==> src/rtl/sprite_tile_column_expander_macros.svh <==
// Assertion helpers shared by the expander RTL.
`ifndef SPRITE_TILE_COLUMN_EXPANDER_MACROS_SVH
`define SPRITE_TILE_COLUMN_EXPANDER_MACROS_SVH

// Property holds at every rising clock edge outside reset.
`define STCE_ASSERT(lbl, clk, rstn, prop, msg) \
	lbl: assert property (@(posedge clk) disable iff (!rstn) prop) \
		else $error(msg);

// Condition must never be seen outside reset.
`define STCE_NEVER(lbl, clk, rstn, cond, msg) \
	lbl: assert property (@(posedge clk) disable iff (!rstn) !(cond)) \
		else $error(msg);

`endif

==> src/rtl/stce_pkg.sv <==
package stce_pkg;

	typedef enum logic [1:0] {
		REG_FLIP_SCREEN   = 2'd0,
		REG_SCREEN_WIDTH  = 2'd1,
		REG_SCREEN_HEIGHT = 2'd2
	} cfg_reg_t;

	localparam logic [9:0] SCREEN_WIDTH_RST  = 10'd320;
	localparam logic [9:0] SCREEN_HEIGHT_RST = 10'd240;
	localparam logic signed [11:0] X_SHIFT   = 12'sd32;
	localparam logic signed [11:0] TILE_PX   = 12'sd16;

	// one sprite, classified and ready for column expansion
	typedef struct packed {
		logic [15:0]        base;
		logic               descend;
		logic signed [11:0] pos_x;
		logic signed [11:0] pos_y;
		logic [4:0]         tiles;
		logic [3:0]         cols_m1;
		logic [5:0]         color;
		logic               mirror_x;
		logic               mirror_y;
	} cmd_t;

	// one column draw command
	typedef struct packed {
		logic [15:0]        first_code;
		logic               codes_descend;
		logic signed [11:0] pos_x;
		logic signed [11:0] pos_y;
		logic [4:0]         tiles_in_column;
		logic [5:0]         tile_color;
		logic               mirror_x;
		logic               mirror_y;
		logic               last_column;
	} col_t;

endpackage

==> src/rtl/sprite_tile_column_expander.sv <==
// Splits each sprite list entry into one draw command per 16-pixel tile column,
// left to right. The front end takes one entry per cycle while the command queue
// has room (disabled entries are taken and dropped); the back end then emits one
// column per cycle while out_stall is low, so an enabled sprite gives
// size_word[3:0] + 1 columns (1 to 16), and that column loop sets the sustained rate.
// With the back end idle, a taken entry is first written into the command queue
// and its first column is then loaded into the output register. Configuration writes
// are accepted every cycle (cfg_ready is always high) and should only be made
// while no sprite is in flight.
module sprite_tile_column_expander #(
	parameter int unsigned QUEUE_DEPTH = 2
) (
	input  logic               clk,
	input  logic               arst_n,
	input  logic               cfg_valid,
	output logic               cfg_ready,
	input  logic [1:0]         cfg_index,
	input  logic [9:0]         cfg_data,
	input  logic               in_valid,
	output logic               in_stall,
	input  logic               sprite_enable,
	input  logic [15:0]        size_word,
	input  logic [15:0]        code_word,
	input  logic [9:0]         x_word,
	input  logic [9:0]         y_word,
	input  logic [5:0]         sprite_color,
	output logic               out_valid,
	input  logic               out_stall,
	output logic [15:0]        first_code,
	output logic               codes_descend,
	output logic signed [11:0] pos_x,
	output logic signed [11:0] pos_y,
	output logic [4:0]         tiles_in_column,
	output logic [5:0]         tile_color,
	output logic               mirror_x,
	output logic               mirror_y,
	output logic               last_column
);

	logic           push;
	logic           pop;
	logic           full;
	logic           empty;
	stce_pkg::cmd_t cmd;
	stce_pkg::cmd_t head;
	stce_pkg::col_t col;

	assign cfg_ready = 1'b1;
	assign in_stall  = full;

	stce_front u_front (
		.clk           (clk),
		.arst_n        (arst_n),
		.cfg_valid     (cfg_valid),
		.cfg_ready     (cfg_ready),
		.cfg_index     (cfg_index),
		.cfg_data      (cfg_data),
		.in_valid      (in_valid),
		.in_stall      (in_stall),
		.sprite_enable (sprite_enable),
		.size_word     (size_word),
		.code_word     (code_word),
		.x_word        (x_word),
		.y_word        (y_word),
		.sprite_color  (sprite_color),
		.push          (push),
		.cmd           (cmd)
	);

	stce_fifo #(
		.DEPTH (QUEUE_DEPTH)
	) u_fifo (
		.clk    (clk),
		.arst_n (arst_n),
		.push   (push),
		.wr_cmd (cmd),
		.pop    (pop),
		.full   (full),
		.empty  (empty),
		.head   (head)
	);

	stce_back u_back (
		.clk       (clk),
		.arst_n    (arst_n),
		.empty     (empty),
		.head      (head),
		.pop       (pop),
		.out_valid (out_valid),
		.out_stall (out_stall),
		.col       (col)
	);

	assign first_code      = col.first_code;
	assign codes_descend   = col.codes_descend;
	assign pos_x           = col.pos_x;
	assign pos_y           = col.pos_y;
	assign tiles_in_column = col.tiles_in_column;
	assign tile_color      = col.tile_color;
	assign mirror_x        = col.mirror_x;
	assign mirror_y        = col.mirror_y;
	assign last_column     = col.last_column;

endmodule

==> src/rtl/stce_front.sv <==
module stce_front (
	input  logic              clk,
	input  logic              arst_n,
	input  logic              cfg_valid,
	input  logic              cfg_ready,
	input  logic [1:0]        cfg_index,
	input  logic [9:0]        cfg_data,
	input  logic              in_valid,
	input  logic              in_stall,
	input  logic              sprite_enable,
	input  logic [15:0]       size_word,
	input  logic [15:0]       code_word,
	input  logic [9:0]        x_word,
	input  logic [9:0]        y_word,
	input  logic [5:0]        sprite_color,
	output logic              push,
	output stce_pkg::cmd_t    cmd
);

	logic       flip_q;
	logic [9:0] width_q;
	logic [9:0] height_q;

	logic [4:0]         dimx;
	logic [4:0]         dimy;
	logic [9:0]         prod;
	logic [14:0]        code_sum;
	logic signed [11:0] sx_ext;
	logic signed [11:0] sy_ext;

	always_ff @(posedge clk or negedge arst_n) begin
		if (!arst_n) begin
			flip_q   <= 1'b0;
			width_q  <= stce_pkg::SCREEN_WIDTH_RST;
			height_q <= stce_pkg::SCREEN_HEIGHT_RST;
		end else if (cfg_valid && cfg_ready) begin
			unique case (stce_pkg::cfg_reg_t'(cfg_index))
				stce_pkg::REG_FLIP_SCREEN:   flip_q   <= cfg_data[0];
				stce_pkg::REG_SCREEN_WIDTH:  width_q  <= cfg_data;
				stce_pkg::REG_SCREEN_HEIGHT: height_q <= cfg_data;
				default: ;
			endcase
		end
	end

	assign dimx     = {1'b0, size_word[3:0]} + 5'd1;
	assign dimy     = {1'b0, size_word[7:4]} + 5'd1;
	assign prod     = dimx * dimy;
	// flipped codes start from the last tile of the sprite
	assign code_sum = code_word[14:0] + 15'(prod) - 15'd1;
	assign sx_ext   = {{2{x_word[9]}}, x_word};
	assign sy_ext   = {{2{y_word[9]}}, y_word};

	// disabled sprites are taken and dropped here
	assign push = in_valid && !in_stall && sprite_enable;

	always_comb begin
		cmd.descend  = flip_q;
		cmd.tiles    = dimy;
		cmd.cols_m1  = size_word[3:0];
		cmd.color    = sprite_color;
		cmd.mirror_x = size_word[12] ^ flip_q;
		cmd.mirror_y = flip_q;
		if (flip_q) begin
			cmd.base  = {size_word[8], code_sum};
			cmd.pos_x = $signed({2'b00, width_q}) - sx_ext - $signed(12'({dimx, 4'b0000}))
				- stce_pkg::X_SHIFT;
			cmd.pos_y = $signed({2'b00, height_q}) - sy_ext - $signed(12'({dimy, 4'b0000}));
		end else begin
			cmd.base  = {size_word[8], code_word[14:0]};
			cmd.pos_x = sx_ext + stce_pkg::X_SHIFT;
			cmd.pos_y = sy_ext;
		end
	end

endmodule

==> src/rtl/stce_fifo.sv <==
module stce_fifo #(
	parameter int unsigned DEPTH = 2
) (
	input  logic           clk,
	input  logic           arst_n,
	input  logic           push,
	input  stce_pkg::cmd_t wr_cmd,
	input  logic           pop,
	output logic           full,
	output logic           empty,
	output stce_pkg::cmd_t head
);

	`include "sprite_tile_column_expander_macros.svh"

	localparam int unsigned PTR_W = (DEPTH > 1) ? $clog2(DEPTH) : 1;
	localparam int unsigned CNT_W = $clog2(DEPTH + 1);

	stce_pkg::cmd_t   mem_q [DEPTH];
	logic [PTR_W-1:0] wr_ptr_q;
	logic [PTR_W-1:0] rd_ptr_q;
	logic [CNT_W-1:0] count_q;

	assign full  = count_q == CNT_W'(DEPTH);
	assign empty = count_q == '0;
	assign head  = mem_q[rd_ptr_q];

	always_ff @(posedge clk or negedge arst_n) begin
		if (!arst_n) begin
			wr_ptr_q <= '0;
			rd_ptr_q <= '0;
			count_q  <= '0;
		end else begin
			if (push) begin
				wr_ptr_q <= (wr_ptr_q == PTR_W'(DEPTH - 1)) ? '0 : wr_ptr_q + PTR_W'(1);
			end
			if (pop) begin
				rd_ptr_q <= (rd_ptr_q == PTR_W'(DEPTH - 1)) ? '0 : rd_ptr_q + PTR_W'(1);
			end
			if (push && !pop) begin
				count_q <= count_q + CNT_W'(1);
			end else if (pop && !push) begin
				count_q <= count_q - CNT_W'(1);
			end
		end
	end

	always_ff @(posedge clk) begin
		if (push) begin
			mem_q[wr_ptr_q] <= wr_cmd;
		end
	end

	`STCE_NEVER(a_no_overflow, clk, arst_n, push && full && !pop, "queue overflow")
	`STCE_NEVER(a_no_underflow, clk, arst_n, pop && empty, "queue underflow")

endmodule

==> src/rtl/stce_back.sv <==
module stce_back (
	input  logic           clk,
	input  logic           arst_n,
	input  logic           empty,
	input  stce_pkg::cmd_t head,
	output logic           pop,
	output logic           out_valid,
	input  logic           out_stall,
	output stce_pkg::col_t col
);

	`include "sprite_tile_column_expander_macros.svh"

	logic               out_valid_q;
	stce_pkg::col_t     col_q;
	logic [3:0]         idx_q;
	logic [15:0]        code_q;
	logic signed [11:0] px_q;

	logic               load;
	logic               fire;
	logic               is_last;
	logic [15:0]        cur_code;
	logic signed [11:0] cur_px;

	assign load     = !out_valid_q || !out_stall;
	assign fire     = !empty && load;
	assign is_last  = idx_q == head.cols_m1;
	assign pop      = fire && is_last;
	// first column starts from the queued sprite, later ones from the running values
	assign cur_code = (idx_q == '0) ? head.base : code_q;
	assign cur_px   = (idx_q == '0) ? head.pos_x : px_q;

	always_ff @(posedge clk or negedge arst_n) begin
		if (!arst_n) begin
			out_valid_q <= 1'b0;
			idx_q       <= '0;
		end else begin
			if (load) begin
				out_valid_q <= !empty;
			end
			if (fire) begin
				idx_q <= is_last ? '0 : idx_q + 4'd1;
			end
		end
	end

	always_ff @(posedge clk) begin
		if (fire) begin
			code_q <= head.descend ? cur_code - 16'(head.tiles) : cur_code + 16'(head.tiles);
			px_q   <= cur_px + stce_pkg::TILE_PX;
			col_q.first_code      <= cur_code;
			col_q.codes_descend   <= head.descend;
			col_q.pos_x           <= cur_px;
			col_q.pos_y           <= head.pos_y;
			col_q.tiles_in_column <= head.tiles;
			col_q.tile_color      <= head.color;
			col_q.mirror_x        <= head.mirror_x;
			col_q.mirror_y        <= head.mirror_y;
			col_q.last_column     <= is_last;
		end
	end

	assign out_valid = out_valid_q;
	assign col       = col_q;

	`STCE_ASSERT(a_idx_in_range, clk, arst_n, !empty |-> (idx_q <= head.cols_m1), "idx past width")
	`STCE_ASSERT(a_idle_idx_zero, clk, arst_n, empty |-> (idx_q == '0), "idx stuck while idle")

endmodule
==> config.mk <==
export PLATFORM = sky130hd
export DESIGN_NAME = sprite_tile_column_expander
export DESIGN_NICKNAME = d
export VERILOG_FILES = /design/src/rtl/stce_pkg.sv /design/src/rtl/sprite_tile_column_expander.sv /design/src/rtl/stce_front.sv /design/src/rtl/stce_fifo.sv /design/src/rtl/stce_back.sv
export VERILOG_INCLUDE_DIRS = /design/src /design/src/rtl
export SDC_FILE = /design/constraint.sdc
export NUM_CORES = 1
export LEC_CHECK = 0
export CORE_ASPECT_RATIO = 1.5
export CORE_MARGIN = 1.5
export CORE_UTILIZATION = 60
export CTS_BUF_LIST = sky130_fd_sc_hd__clkbuf_16
export DETAILED_ROUTE_END_ITERATION = 16
export DONT_BUFFER_PORTS = 1
export GPL_TIMING_DRIVEN = 0
export PLACE_DENSITY = 0.86
export SETUP_SLACK_MARGIN = 0.4
export SLEW_MARGIN = 20
export SYNTH_ARGS = -nofsm -noshare
export SYNTH_HDL_FRONTEND = slang
export SYNTH_HIERARCHICAL = 1
export SYNTH_SLANG_ARGS = --single-unit
==> constraint.sdc <==
create_clock -name clk -period 7.2 [get_ports clk]
set_clock_uncertainty 0.15 [all_clocks]
set_input_delay 0 -clock clk [delete_from_list [all_inputs] [get_ports clk]]
set_output_delay 0 -clock clk [all_outputs]
set_load 0.02 [all_outputs]
**After elaboration in Yosys (flattened, before gate mapping)**

Memories as Yosys holds them, arrays and structs flattened.
Index checks and enable logic that the tools add are counted.

- Output and inout port bits: 58
- Memory bits (writable): 116
- Register bits: 113
- Input bits: 76
- Word-level logic and storage cells: 76
- Memories kept: 1

- Add/subtract/negate cells: 18
- Bitwise logic cells: 1
- Multipliers: 1
- Equal/unequal tests: 4
- Multiplexer cells: 12
- Reduce and logical (&&, ||, !) cells: 20

Memories:

| memory | depth | width | read ports | clocked after Yosys merged registers in | write ports | RTL line | text |
|---|---|---|---|---|---|---|---|
| u_fifo.mem_q | 2 | 58 | 1 | 0 | 1 | stce_fifo.sv:19 | `stce_pkg::cmd_t mem_q [DEPTH];` |

Operators with widths:

| operator | count |
|---|---|
| 16-bit 2-to-1 mux | 2 |
| 24-bit 2-to-1 mux | 1 |
| 11-bit by 10-bit subtractor with 12-bit output | 2 |
| 12-bit by 10-bit subtractor with 12-bit output | 2 |
| 16-bit by 5-bit adder with 16-bit output | 1 |
| 16-bit by 5-bit subtractor with 16-bit output | 1 |
| 15-bit by 10-bit adder with 15-bit output | 1 |
| 15-bit 2-to-1 mux | 1 |
| 15-bit by 1-bit subtractor with 15-bit output (second input constant) | 1 |
| 12-bit by 6-bit adder with 12-bit output (second input constant) | 1 |
| 12-bit 2-to-1 mux | 1 |
| 12-bit by 7-bit subtractor with 12-bit output (second input constant) | 1 |
| 10-bit by 7-bit adder with 11-bit output (second input constant) | 1 |
| 4-bit by 1-bit adder with 5-bit output (second input constant) | 2 |
| 5-bit by 5-bit multiplier with 10-bit output | 1 |
| 1-bit logical AND | 6 |
| 1-bit logical NOT | 6 |
| 2-bit AND reduction | 3 |
| 4-bit by 1-bit adder with 4-bit output (second input constant) | 1 |
| 2-bit equality test (second input constant) | 2 |
| 4-bit equality test | 1 |
| 2-bit logical NOT | 2 |
| 4-bit logical NOT | 1 |
| 1-bit 2-to-1 mux | 4 |
| other kinds (9) | 11 |

**Logic depth before layout (Yosys ltp)**

Gate-level depths: netlist of run 1.

- Depth in word-level cells: 8
- Depth in mapped cells: 20
- Mapped depth without buffers: 18

**By module**

Netlist of run 1, hierarchy kept.

Modules (own cells, without submodules):

| module | sequential area each (um2) | times used | cells each | area an instance (um2) |
|---|---|---|---|---|
| stce_front | 533.0 | 1 | 526 | 4451.8 |
| stce_fifo | 3583.4 | 1 | 197 | 4418.0 |
| stce_back | 2497.4 | 1 | 296 | 4071.4 |
| sprite_tile_column_expander | 0.0 | 1 | 2 | 11.3 |

**Least setup slack after synthesis of run 1**

No wires, ideal clock.

- Path kind: input-to-reg
- From: input port size_word[0]
- To: memory u_fifo/mem_q[0][53] (netlist name) (data pin)
- Setup time: 0.275 ns
- Setup slack: 2.706 ns
- Required time: 6.775 ns
- Stages: 19
- Buffers on the path: 1
- Arrival time: 4.069 ns
- Cells stage by stage: ha_1 > and3_1 > clkbuf_1 > and2_1 > fa_1 > inv_1 > fa_1 > inv_1 > fa_1 > inv_1 > fa_1 > inv_1 > ha_1 > o21ai_0 > o21bai_1 > a211o_2 > a21oi_1 > xor2_1 > mux2i_1

RTL lines:

| item | RTL line | text |
|---|---|---|
| start: declaration | sprite_tile_column_expander.sv:22 | `input logic [15:0] size_word,` |
| end: declaration | stce_fifo.sv:19 |  |

==> results.cfg, run 1 <==
[status]
status = finished, final reports clean

[sta]
fmax_mhz = 183
fin_tns_setup_ns = 0
tightest_slew_ns = 0.909
hold_viol = 0
maxSlewHeadroom = 0.394
rsz0062_at_grt = false
hold_slack_ns = 0.0390
post-route-min-period_ns = 5.46
maxSlewViolCount = 0
finalCritPeriodShare = 0.759
setup_viol = 0
post-route-worst-setup-slack_ns = 1.74

[placed_design]
pre_cts_ws_ns = 2.27
numPortBuffers = 0
gp_congestion = 0.946
hpwl_um = 20600

[final_layout]
drive_above_1_share = 0.166
layout_commonest_cell = edfxtp_1
antenna_cells = 0
finalNetCount = 1327
area_growth_pct = 14.3
layout_common_cells = edfxtp_1, inv_1, ha_1, mux2_2, dlygate4sd3_1
utilization = 0.700

[synth]
syn_area_per_cell_um2 = 12.7
synth_flop_cell = edfxtp_1
netlist_area_um2 = 13000
synthesis.instances = 1021
synth_warnings = 6
synthDistinctLibCells = 72
synth-seq-cells = 225
postSynth.asyncResetShare = 0.133
synth_seq_area_share = 0.511
synth_edf_count = 195

[grt]
grt_pass1_wl_um = 44700
antenna_found_initial = 0
gr-usage-met2 = 0.475
grt_pass1_vias = 8806
overflow = 0
met1_usage = 0.291
track_usage = 0.261
grt_use_met3 = 0.0358
grt_max_degree = 44
grt_busiest_layer = met2

[floorplan]
die-height_um = 183
coreArea_um2 = 21100
num_rows = 65
initial_core_util = 0.613
die_w_um = 123
io_pins = 134
die-area_um2 = 22500

[routing]
drt_iter0_drc = 372
viasPerCell = 5.88
wl_um = 28400
wl_per_cell_um = 20.1
dr.pass1.iters = 5
vias = 8293
drtAntennaViolNets = 0
drc = 0

[clocking]
clock_sinks = 225
cts.clk_slew.worst_paths_ns = 0.06
cts.htree.levels = 1
cts_resized = 0
root_buffer = clkbuf_16
cts_buffer_depth = 3
cts_tree = yes
cts_buffers = 21
worstSkewPairLatency_ns = 0.50

[setup_path]
cp.required_ns = 7.29
crit_type = in2reg
worstPathArrival_ns = 5.56
reg2reg_depth = 14
worst_setup_path_start_kind = input port
worst-path-max-fanout = 9
end_kind = flop

[hold_path]
hold_depth = 3
hp-class = in2reg

[power_and_ir_drop]
ir_drop_uv = 193
total_power_mw = 6.33
p_leak_nw = 6.03
powerDensity_nw_per_um2 = 428

[flow_run]
max_cap_viol_count = 0
-- final cells by class --
class	count	area, um^2
buffer	45	290
clock buffer	21	526
clock inverter	17	73.8
fill	1460	6340
inverter	131	494
multi-input combinational	622	5570
sequential	225	6610
tap	268	335
timing repair buffer	82	896
-- layer usage --
layer  part of all wire  up-vias
li1                   -     3831
met1               0.36     4029
met2               0.53      328
met3              0.051      105
met4              0.056        0
met5                  0        -
-- per-stage QoR --
step,area (um^2),instances
CTS,14800,1411
global placement,13300,1291
floorplan,13000,1023
global route,14800,1411
finish,14800,1411
detailed placement,13400,1295
-- critical path, cell delays in order --
cell,delay [ns]
dlygate4sd3_1,0.61
nand3_1,0.12
xnor2_1,0.63
nand2_1,0.13
ha_1,0.32
inv_1,0.05
fa_1,0.51
fa_1,0.55
inv_1,0.05
fa_1,0.50
inv_1,0.04
ha_1,0.35
and4_4,0.22
o21a_4,0.12
a211oi_2,0.36
nand4_1,0.17
o211ai_2,0.12
xor2_1,0.09
dlygate4sd3_1,0.58
-- final timing paths --
kind	endpoint	slack [ns]	start
max reg2reg	u_back/code_q[12]	2.88	u_back/idx_q[0]
min reg2reg	u_fifo/count_q[1]	0.33	u_fifo/count_q[1]
max	u_fifo/mem_q[1][56]	1.74	size_word[4]
min	u_front/height_q[1]	0.04	cfg_index[1]
min in group asynchronous	u_back/idx_q[3]	0.43	arst_n
max in group asynchronous	u_front/height_q[6]	6.22	arst_n
-- cell usage after synthesis (11+ instances only) --
cell type  number  area (um^2)
a21oi_1        36          180
mux2i_1        11          110
nand2_1        49          184
dfrtp_1        24          601
edfxtp_1      195         5860
buf_4          20          150
inv_1         130          488
and2_1         18          113
o21ai_0        25          125
fa_1           35          701
mux2_1         15          169
a21o_1         11         82.6
nor2_1         34          128
ha_1           88         1100
xor2_1         28          245
mux2_2         84          946
nand3_1        18         90.1
xnor2_1        31          272
-- repair_timing --
action | 4_1_cts | 5_1_grt
hold buffers | 78 | 0
buffers inserted | 0 | 0
endpoints found under the hold margin | 198 | 0
-- flip-flops by register name, indices dropped and copies added, names as in the netlist --
name,cells
u_back/col,55
u_back/idx_q,4
u_back/code_q,16
u_back/px_q,8
u_front/flip_q,1
u_fifo/wr_ptr_q,1
u_back/out_valid,1
u_front/height_q,10
u_fifo/count_q,2
u_front/width_q,10
u_fifo/rd_ptr_q,1
u_fifo/mem_q,116
-- power by group --
group | switching, mW | total, mW | internal (mW)
combinational | 1.72 | 2.98 | 1.26
clock | 0.452 | 0.982 | 0.529
sequential | 0.319 | 2.37 | 2.05
-- cells by family after synthesis --
group	count (synthesis)	share of synthesized area
flops	225	0.511
mux	120	0.106
simple gates	173	0.0682
other cells	1	0.000290
buf+inv	176	0.0604
compound gates	144	0.0753
fa+ha+maj	123	0.139
xor+xnor	59	0.0399
Power figures use the tool's default switching activity.
==> run 2, diff against run 1 <==
--- a/config.mk
+++ b/config.mk
@@ -8,7 +8,7 @@
 export LEC_CHECK = 0
 export CORE_ASPECT_RATIO = 1.5
 export CORE_MARGIN = 1.5
-export CORE_UTILIZATION = 60
+export CORE_UTILIZATION = 58
 export CTS_BUF_LIST = sky130_fd_sc_hd__clkbuf_16
 export DETAILED_ROUTE_END_ITERATION = 16
 export DONT_BUFFER_PORTS = 1
==> constraint.sdc (replaced) <==
create_clock -name clk -period 4.75 [get_ports clk]
set_clock_uncertainty 0.15 [all_clocks]
set_input_delay 0 -clock clk [delete_from_list [all_inputs] [get_ports clk]]
set_output_delay 0 -clock clk [all_outputs]
set_load 0.02 [all_outputs]
==> run 2 against run 1 <==
Global-route usage fell by 1.4 points. Non-clock buffer count rose by 9. Hold slack got worse by 0.014 ns. Clock power grew 80%. Largest cell class unchanged. Power is 58% higher. Critical path depth fell by 4. Die area is 3.4% higher. Register-to-register slack worse by 2.2 ns. Sequential share of layout area decreased by 0.88 points.
==> results.cfg, run 2 (synthesis results as in run 1) <==
[final_layout]
finalNetCount = 1337
instances_no_fill = 1426
regArea_um2 = 6610
fillers = 1457
drive_above_1_share = 0.189
area_growth_pct = 16.6
layout_commonest_cell = edfxtp_1
top_register = u_fifo/mem_q
largest_reg_flops = 116
multi_input_area_um2 = 5650
fin_area_um2 = 15100
utilization = 0.693
layout_common_cells = edfxtp_1, inv_1, ha_1, mux2_2, dlygate4sd3_1

[setup_path]
crit_type = in2reg
worst-path-max-fanout = 5
end_kind = flop
cp.required_ns = 4.81
reg2reg_depth = 14
worst_setup_path_start_kind = input port
worstPathArrival_ns = 4.30

[placed_design]
numPortBuffers = 0
hpwl_um = 20400
dpl_cell_area_um2 = 13400
dp.cells = 1299
gp_congestion = 0.878

[clocking]
cts_buffer_depth = 3
cts.htree.levels = 1
cts_buffers = 22
cts_tree = yes
clock_sinks = 225
worstSkewPairLatency_ns = 0.52
root_buffer = clkbuf_16
cts.clk_slew.worst_paths_ns = 0.07

[grt]
antenna_found_initial = 1
track_usage = 0.247
grt_max_degree = 59
grt_pass1_vias = 8501
overflow = 0
grt_pass1_wl_um = 44600

[sta]
tightest_slew_ns = 1.01
setup_viol = 0
fmax_mhz = 236
post-route-min-period_ns = 4.24
rsz0062_at_grt = false
finalCritPeriodShare = 0.892
fin_tns_setup_ns = 0
maxSlewViolCount = 0
hold_viol = 0
maxSlewHeadroom = 0.328

[routing]
vias = 8297
viasPerCell = 5.82
wl_um = 29200
wl_per_cell_um = 20.5
dr.pass1.iters = 7
drt_iter0_drc = 610
drtAntennaViolNets = 0
drc = 0

[floorplan]
die_w_um = 125
initial_core_util = 0.594
die-area_um2 = 23300
coreArea_um2 = 21800
num_rows = 66
io_pins = 134
die-height_um = 186

[hold_path]
hp-class = in2reg
hold_depth = 3

[power_and_ir_drop]
powerDensity_nw_per_um2 = 661
ir_drop_uv = 351
total_power_mw = 9.99
p_leak_nw = 6.13

[flow_run]
max_cap_viol_count = 0

[status]
status = finished, final reports clean
==> run 2: per-stage QoR <==
stage	setup WS, ns	hold WS (ns)
floorplan	0.403	-0.446
global placement	-0.821	-0.445
detailed placement	-0.106	-0.445
CTS	0.410	0.000839
global route	0.341	0.0266
finish	0.511	0.0248
==> run 2: repair_timing <==
action | 4_1_cts | 5_1_grt
hold endpoints to repair | 222 | 0
setup endpoints to repair | 0 | 17
resized for setup | 0 | 12
hold buffers | 82 | 0
buffers inserted | 0 | 5
==> run 2: final timing paths <==
check / startpoint / end / slack (ns)
worst max-delay path: size_word[0] / u_fifo/mem_q[0][53] / 0.51
worst min-delay path: out_stall / u_back/out_valid / 0.02
worst max register to register: u_back/idx_q[0] / u_back/code_q[12] / 0.64
worst min register to register: u_fifo/count_q[1] / u_fifo/count_q[1] / 0.34
max in group asynchronous: arst_n / u_front/height_q[7] / 3.81
min in group asynchronous: arst_n / u_back/idx_q[1] / 0.39
==> run 2: cell type report <==
type / instances / area share
diodes: 1 / 0.000166
repair buffers: 91 / 0.0640
well taps: 272 / 0.0225
inverters: 131 / 0.0327
clock buffers: 23 / 0.0381
flip-flops and latches: 225 / 0.438
plain buffers: 45 / 0.0200
clock inverters: 16 / 0.0107
multi-input cells: 622 / 0.374
==> run 2: report_power, final <==
group	switching [mW]	total, mW	internal, mW
combinational	2.64	4.62	1.98
clock	0.761	1.77	1.01
sequential	0.496	3.60	3.11
total	3.89	9.99	6.09
==> run 2: metal layers <==
metal | share of wire | global-route usage
met4 | 0.057 | 0.130
met3 | 0.048 | 0.0362
met5 | 0 | 0
met2 | 0.52 | 0.454
met1 | 0.38 | 0.277
==> run 2: critical path: stages <==
cell           delay (ns)
dlygate4sd3_1        0.67
inv_2                0.15
nand2_1              0.09
fa_1                 0.55
inv_1                0.08
fa_1                 0.53
fa_1                 0.52
inv_1                0.07
fa_1                 0.49
a211oi_2             0.31
o21bai_2             0.13
a211o_2              0.32
a21oi_2              0.13
xor2_1               0.15
mux2i_1              0.11
